### config.mk
export PLATFORM = sky130hd
export DESIGN_NAME = rog_cell
export DESIGN_NICKNAME = d
export VERILOG_FILES = /design/src/design/rog_pkg.sv /design/src/design/rog_cell.sv
export SDC_FILE = /design/constraint.sdc
export NUM_CORES = 1
export LEC_CHECK = 0
export BUFFER_PORTS_ARGS = -buffer_cell sky130_fd_sc_hd__buf_2
export CAP_MARGIN = 20
export CORE_MARGIN = 2
export CORE_UTILIZATION = 35
export DETAILED_ROUTE_END_ITERATION = 10
export GPL_TIMING_DRIVEN = 0
export PLACE_DENSITY = 0.7
export SKIP_CTS_REPAIR_TIMING = 1
export SYNTH_ARGS = -nofsm -noshare
export SYNTH_HDL_FRONTEND = slang
export SYNTH_SLANG_ARGS = --single-unit
### constraint.sdc
create_clock -name clk -period 2.85 [get_ports clk]
set_clock_uncertainty 0.15 [all_clocks]
set_input_delay 0.57 -clock clk [delete_from_list [all_inputs] [get_ports clk]]
set_output_delay 0.57 -clock clk [all_outputs]
set_load 0.05 [all_outputs]
### src/design/rog_pkg.sv
`default_nettype none

package rog_pkg;

    localparam int ROWS_DEF  = 64;
    localparam int COLS_DEF  = 64;
    localparam int LOG_DEF   = 32;

    localparam int COORD_W   = 6;
    localparam int DATA_W    = 32;
    localparam int SIZE_W    = 7;
    localparam int PADDR_W   = 3;
    localparam int PDATA_W   = 32;
    localparam logic [SIZE_W-1:0] SIZE_RESET = SIZE_W'(64);

    localparam logic [1:0] MODE_WRITE = 2'd0;
    localparam logic [1:0] MODE_PUSH  = 2'd1;
    localparam logic [1:0] MODE_READ  = 2'd2;

    localparam logic [1:0] ST_OK    = 2'd0;
    localparam logic [1:0] ST_FULL  = 2'd1;
    localparam logic [1:0] ST_RANGE = 2'd2;

    localparam logic REG_ROWS = 1'b0;
    localparam logic REG_COLS = 1'b1;

    typedef struct packed {
        logic [COORD_W-1:0]       top;
        logic [COORD_W-1:0]       left;
        logic [COORD_W-1:0]       bottom;
        logic [COORD_W-1:0]       right;
        logic signed [DATA_W-1:0] value;
    } entry_t;

    typedef struct packed {
        logic [COORD_W-1:0] row;
        logic [COORD_W-1:0] col;
    } query_t;

    typedef struct packed {
        logic                     hit;
        logic signed [DATA_W-1:0] value;
    } link_t;

endpackage

`default_nettype wire

### src/design/rog_cell.sv
`default_nettype none

module rog_cell (
    input  wire logic            clk,
    input  wire logic            rst_n,
    input  wire logic            push,
    input  wire logic            valid_in,
    input  wire rog_pkg::entry_t entry_in,
    output logic                 valid_out,
    output rog_pkg::entry_t      entry_out,
    input  wire logic            query_load,
    input  wire rog_pkg::query_t query,
    input  wire rog_pkg::link_t  link_in,
    output rog_pkg::link_t       link_out
);

    import rog_pkg::*;

    logic   valid_reg;
    entry_t entry_reg;
    logic   hit_reg;
    logic   hit_next;

    // A push moves every entry one cell towards the old end of the chain.
    always_ff @(posedge clk or negedge rst_n)
    begin
        if (!rst_n)
        begin
            valid_reg <= 1'b0;
            hit_reg   <= 1'b0;
        end
        else
        begin
            if (push)
            begin
                valid_reg <= valid_in;
            end
            if (query_load)
            begin
                hit_reg <= hit_next;
            end
        end
    end

    always_ff @(posedge clk)
    begin
        if (push)
        begin
            entry_reg <= entry_in;
        end
    end

    always_comb
    begin
        hit_next = valid_reg
                && (entry_reg.top  <= query.row) && (query.row <= entry_reg.bottom)
                && (entry_reg.left <= query.col) && (query.col <= entry_reg.right);
    end

    // Newer cells sit upstream, so a hit arriving from upstream wins.
    always_comb
    begin
        if (link_in.hit)
        begin
            link_out = link_in;
        end
        else
        begin
            link_out.hit   = hit_reg;
            link_out.value = entry_reg.value;
        end
    end

    assign valid_out = valid_reg;
    assign entry_out = entry_reg;

endmodule

`default_nettype wire

==> impl_metrics.tcl, run 1 <==
set metrics [dict create \
    path_delay_family "buffers and inverters" \
    crit_type "primary input to output port" \
    hold_path_class "primary input to flip-flop" \
    grt_start_max_net_pins 33 \
    clkSinkCount 58 \
    worstSetupStartpointType "primary input" \
    status "complete, no violations" \
    setup_tns_ps 0 \
    syn_area_mm2 0.00275 \
    synth_common_cells "edfxtp_1 (56), mux2_2 (33), inv_1 (28)" \
    die_area_mm2 0.00857 \
    avgRoutedWirePerCell_um 15.0 \
    ys.flop_type "edfxtp_1" \
    rows 32 \
    synth_top_area_cell "edfxtp_1" \
    crit_top_cell "buf_2" \
    io_pins 196 \
    p_int_mw 1.62 \
    pwr-share-comb_pct 29.6 \
    p_sw_share_pct 35.2 \
    drc 0 \
    syn_inst 184 \
    grt_pass1_wl_mm 11.1 \
    clock_latency_ps 330 \
    core_mm2 0.00765 \
    ys_top_cells_by_area "edfxtp_1 (61%), mux2_2 (14%), ha_1 (11%), inv_1 (3.8%), dfrtp_1 (1.8%)" \
    r2r-start "entry_out[39]" \
    antenna_found_initial 0 \
    yosysUniqueCellTypes 21 \
    pwr-share-clk_pct 28.5 \
    power_per_cell_area_mw_per_mm2 616 \
    yosys.area.top_type_share_pct 61.2 \
    dp_hpwl_mm 6.20 \
    routed_wirelength_mm 7.50 \
    holdPathEnd "entry_out[5]" \
    initialDrtViolationCount 105 \
    cts_buffers 9 \
    cts_max_path_buffers 2 \
    start_util_pct 35.9 \
    ff2ff_setup_slack_ps 1100 \
    p_sw_mw 0.881 \
    cts_tree "yes" \
    rsz0062_at_grt "false" \
    leakage_nw 1.98 \
    seqPwrFrac_pct 41.9 \
    fin_crit_ps 2280 \
    syn_nets 314 \
    drive_gt1_share_pct 61.9 \
    clockRootBuffer "clkbuf_8" \
    grt_overflow 0 \
    peakVddDrop_mv 0.354 \
    io_buffers 194 \
    syn2layout_area_growth_pct 47.7 \
    fillers 673 \
    layout.nets 521 \
    ys_ff_latch 58 \
    grtUsageTotal_pct 17.4 \
    min_period_over_period_pct 80.1 \
    hold_violations 0 \
    synthArstFlopShare_pct 3.45 \
    worst_pin_slew_ps 645 \
    gp_congestion 0.772 \
    vias_per_cell 4.56 \
    yosysMostFrequentCell "edfxtp_1" \
    whs_ps 262 \
    max_cap_viol_count 0 \
    drt-pass1-iter-count 4 \
    synth.avg_cell_area_um2 14.9 \
    maxSlewViolCount 0 \
    critPathSlowestCell "mux2_2" \
    setup_viol 0 \
    ys_warn_count 0 \
    reg2reg_to "hit_reg" \
    fmax_mhz 438 \
    clkSlewWorstSetupHoldPaths_ps 60 \
    detail-route-antenna-nets 0 \
    ys_seq_area_share_pct 63.1 \
    slew-limit-headroom_pct 57.0 \
    worstHoldStart "entry_in[5]" \
    rr_worst_depth 7 \
    num_vias 2277 \
    endpoint_kind "output port" \
    largest_reg_flops 56 \
    synth_edf_count 56 \
    path_cells "buf_2 > buf_2 > mux2_2 > buf_2" \
    critPathMaxStageDelay_ps 380 \
    min_path_cells 1 \
    h-tree-depth 3 \
    fp.dieW_um 92.6 \
    required_ps 2130 \
    cp.buffers_inverters 3 \
    grt_pass1_vias 2346 \
    cp_max_fo 10 \
    arrival_ps 1560 \
    die_y_um 92.6 \
]
[final cells by class]
class	instances	area [um^2]	share of cell area [%]
sequential	58	1730	42.7
timing repair buffer	196	1000	24.7
multi-input combinational	94	890	21.9
clock buffer	12	135	3.33
tap	102	128	3.15
inverter	28	105	2.59
clock inverter	4	42.5	1.05
buffer	4	20.0	0.494
antenna	1	2.50	0.0617
[cells in the final DEF (no fill, tap or decap)]
master	n
clkinv_1	2
a21oi_1	9
edfxtp_1	56
inv_1	28
a211oi_1	1
buf_12	1
a21o_1	3
bufinv_16	1
clkinv_2	1
a32o_1	1
mux2_2	33
dfrtp_1	2
o21ai_0	1
ha_1	24
nor2_1	1
clkbuf_8	9
o211ai_1	2
or2_1	1
nor2b_1	1
clkbuf_1	3
nand3_1	1
a22oi_1	1
buf_2	198
diode_2	1
o221ai_1	2
dlygate4sd3_1	1
or2_2	2
nand2_1	6
nand4_1	5
[how the worst max path moves through the flow]
stage / from / to / slack (ps) / cells past startpoint
floorplan: link_in[32] / link_out[10] / 750 / 3
global placement: link_in[32] / link_out[24] / 550 / 4
detailed placement: link_in[32] / link_out[13] / 540 / 4
CTS: link_in[32] / link_out[13] / 550 / 4
global route: link_in[32] / link_out[24] / 500 / 4
finish: link_in[32] / link_out[13] / 570 / 4
[metrics by stage]
step	setup slack [ps]	std cells	instance area (um^2)	util [%]	power [mW]
4_1_cts	545	497	4040	52.9	2.53
3_3_place_gp	555	480	3840	50.3	1.80
5_1_grt	503	498	4050	53.0	2.60
6_report	568	499	4060	53.0	2.50
2_1_floorplan	747	184	2750	-	1.58
3_5_place_dp	543	481	3860	50.5	1.81
[kinds of logic (layout without fill, tap and decap cells)]
| kind of cell | after synthesis | in the layout | synth area share, % |
|---|---|---|---|
| and+or+nand+nor | 17 | 17 | 3.19 |
| buffers and inverters | 32 | 244 | 4.56 |
| adders and majority gates | 24 | 24 | 10.9 |
| other | 0 | 1 | 0 |
| DFF | 58 | 58 | 63.1 |
| muxes | 33 | 33 | 13.5 |
| AOI/OAI and AO/OA | 20 | 20 | 4.74 |
[power groups by stage]
stage | clock network (mW) | registers (mW) | logic (mW)
after detailed placement | 0 | 1.07 | 0.743
after global routing | 0.766 | 1.06 | 0.782
after floorplan | 0 | 1.29 | 0.291
after CTS | 0.731 | 1.05 | 0.746
final | 0.711 | 1.05 | 0.739
after global placement | 0 | 1.07 | 0.732
[per-layer routing]
layer  vias up  wire length, um  global-route usage (%)
li1       1100                -                       -
met1      1067             2550                    16.8
met2        96             4060                    31.0
met3        14              753                    8.79
met4         0              138                    7.84
met5         -                0                       0
Note: power is estimated with default switching activity, not from simulation.
==> inputs of run 2 (changes only) <==
--- a/config.mk
+++ b/config.mk
@@ -5,13 +5,14 @@
 export SDC_FILE = /design/constraint.sdc
 export NUM_CORES = 1
 export LEC_CHECK = 0
+export ABC_AREA = 1
 export BUFFER_PORTS_ARGS = -buffer_cell sky130_fd_sc_hd__buf_2
 export CAP_MARGIN = 20
 export CORE_MARGIN = 2
 export CORE_UTILIZATION = 35
 export DETAILED_ROUTE_END_ITERATION = 10
 export GPL_TIMING_DRIVEN = 0
-export PLACE_DENSITY = 0.7
+export PLACE_DENSITY = 0.72
 export SKIP_CTS_REPAIR_TIMING = 1
 export SYNTH_ARGS = -nofsm -noshare
 export SYNTH_HDL_FRONTEND = slang
==> constraint.sdc (replaced) <==
create_clock -name clk -period 1.8 [get_ports clk]
set_clock_uncertainty 0.15 [all_clocks]
set_input_delay 0.36 -clock clk [delete_from_list [all_inputs] [get_ports clk]]
set_output_delay 0.36 -clock clk [all_outputs]
set_load 0.05 [all_outputs]
==> run 2 against run 1 <==
  * Critical path depth grew 2
  * Non-clock buffer count grew 3
  * Count of clock-buffer cells in the layout shrank 1
  * Synthesized cell count grew 53%
  * Wire length shrank 0.84%
  * Synthesized area grew 4.3%
  * Largest cell class unchanged
  * Clock power grew 100%
  * Sequential power grew 58%
  * Power grew 71%
  * Register-to-register slack lost 860 ps
  * Global-route usage shrank 1.3 points
==> impl_metrics.tcl, run 2 <==
set metrics [dict create \
    worstSetupStartpointType "primary input" \
    cp_max_fo 10 \
    cts_max_path_buffers 2 \
    io_pins 196 \
    final_common_cell "buf_2" \
    initialDrtViolationCount 67 \
    antenna_found_initial 0 \
    cp.buffers_inverters 4 \
    critPathMaxStageDelay_ps 220 \
    largest_reg_flops 56 \
    stdcell_count 595 \
    clock_latency_ps 320 \
    worst_pin_slew_ps 527 \
    grtUsageTotal_pct 16.2 \
    die_area_mm2 0.00892 \
    syn_area_mm2 0.00286 \
    stdcell_area_mm2 0.00425 \
    vias_per_cell 4.30 \
    clockRootBuffer "clkbuf_8" \
    final_util_pct 54.1 \
    layout.nets 618 \
    slew-limit-headroom_pct 64.8 \
    ys.flop_type "edfxtp_1" \
    drive_gt1_share_pct 45.2 \
    min_period_over_period_pct 92.3 \
    rows 32 \
    detail-route-antenna-nets 0 \
    synthArstFlopShare_pct 3.45 \
    whs_ps 57.9 \
    syn_nets 411 \
    arrival_ps 1150 \
    syn2layout_area_growth_pct 48.2 \
    fillers 717 \
    dp_cells 578 \
    rsz0062_at_grt "false" \
    synth.avg_cell_area_um2 10.2 \
    multi_input_area_um2 926 \
    regArea_mm2 0.00173 \
    endpoint_kind "output port" \
    grt_overflow 0 \
    ys_ff_latch 58 \
    yosys.area.top_type_share_pct 58.7 \
    synth_common_cells "nand2_1 (129), edfxtp_1 (56), inv_1 (39)" \
    fmax_mhz 602 \
    power_per_cell_area_mw_per_mm2 1010 \
    hold_path_class "primary input to flip-flop" \
    io_buffers 194 \
    grt_pass1_wl_mm 11.1 \
    ys_seq_area_share_pct 60.5 \
    status "complete, no violations" \
    dp_hpwl_mm 6.05 \
    synth_edf_count 56 \
    syn_inst 281 \
    cts_tree "yes" \
    grt_start_max_net_pins 38 \
    synth_top_area_cell "edfxtp_1" \
    path_cells "buf_6 > clkinvlp_4 > buf_6 > nand2_1 > nand2_1 > clkbuf_4" \
    clkSlewWorstSetupHoldPaths_ps 70 \
    h-tree-depth 3 \
    placed_area_mm2 0.00398 \
    yosysMostFrequentCell "nand2_1" \
    maxSlewViolCount 0 \
    ys_warn_count 0 \
    setup_viol 0 \
    num_antenna_cells 0 \
    required_ps 1290 \
    final_cell_mix "buf_2 (191), nand2_1 (129), edfxtp_1 (56)" \
    avgRoutedWirePerCell_um 12.5 \
    yosysUniqueCellTypes 14 \
    ys_top_cells_by_area "edfxtp_1 (59%), nand2_1 (17%), ha_1 (10%), inv_1 (5.1%), nand3_1 (1.9%)" \
    fp.dieW_um 94.5 \
    die_y_um 94.5 \
    start_util_pct 36.5 \
    num_vias 2557 \
    crit_type "primary input to output port" \
    grt_pass1_vias 2524 \
    peakVddDrop_mv 0.464 \
    clkSinkCount 58 \
    core_mm2 0.00785 \
    fin_crit_ps 1660 \
    gp_congestion 0.728 \
    cts_buffers 9 \
    routed_wirelength_mm 7.44 \
    max_cap_viol_count 0 \
    drc 0 \
    path_delay_family "buffers and inverters" \
    drt-pass1-iter-count 4 \
    hold_violations 0 \
    setup_tns_ps 0 \
    critPathSlowestCell "clkbuf_4" \
    leakage_nw 2.30 \
]
[run 2: changes by cell type after synthesis, moves of 3 or more]
cell	change
nor2_2	+4
nand2_1	+123
a21o_1	-3
nand4_1	-5
buf_6	+4
a21oi_1	-5
mux2_2	-32
nand3_1	+10
inv_1	+11
[run 2: worst paths after layout]
check / from / endpoint / slack (ps) / cells after the start
setup / recovery: link_in[32] / link_out[23] / 140 / 6
hold reg to reg: valid_out / valid_out / 400 / 1
min in group asynchronous: rst_n / valid_out / 210 / 2
hold / removal: entry_in[35] / entry_out[35] / 60 / 1
max in group asynchronous: rst_n / hit_reg / 1190 / 2
setup reg to reg: entry_out[49] / hit_reg / 240 / 8
[run 2: where the power goes]
group / internal [mW] / total, mW / switching (mW)
registers: 1.60 / 1.66 / 0.0560
clock network: 0.919 / 1.43 / 0.511
logic: 0.314 / 1.19 / 0.878
[run 2: cell families (layout without fill, tap and decap cells)]
kind of cell             count (synthesis)  in the layout  share of synthesized area, %
buffers and inverters                   46            258                          7.21
multiplexers                             1              1                         0.393
AND/OR/NAND/NOR                        145            145                          19.8
AO/OA/AOI/OAI                            7              7                          1.62
adder cells (fa/ha/maj)                 24             24                          10.5
flip-flops                              58             58                          60.5
[run 2: cell type report]
| cell class | instances | area share (%) |
|---|---|---|
| Buffer | 7 | 1.41 |
| Clock buffer | 11 | 3.09 |
| Multi-Input combinational cell | 177 | 21.8 |
| Clock inverter | 5 | 2.42 |
| Timing Repair Buffer | 196 | 23.9 |
| Sequential cell | 58 | 40.8 |
| Tap cell | 102 | 3.01 |
| Inverter | 39 | 3.54 |
[run 2: layer usage]
layer  GRT usage, %  part of all wire (%)  up-vias
met5              0                     0        -
met4           5.56                   1.1        0
met3           5.03                   7.7        9
met2           29.0                    51      111
met1           18.1                    40     1119
li1               -                     -     1318
[run 2: metrics by stage]
step / setup slack (ps) / power (mW)
finish: 138 / 4.28
floorplan: 57.7 / 2.51
detailed placement: 43.7 / 2.88
global route: 77.5 / 4.47
global placement: -214 / 2.85
CTS: 45.6 / 4.33
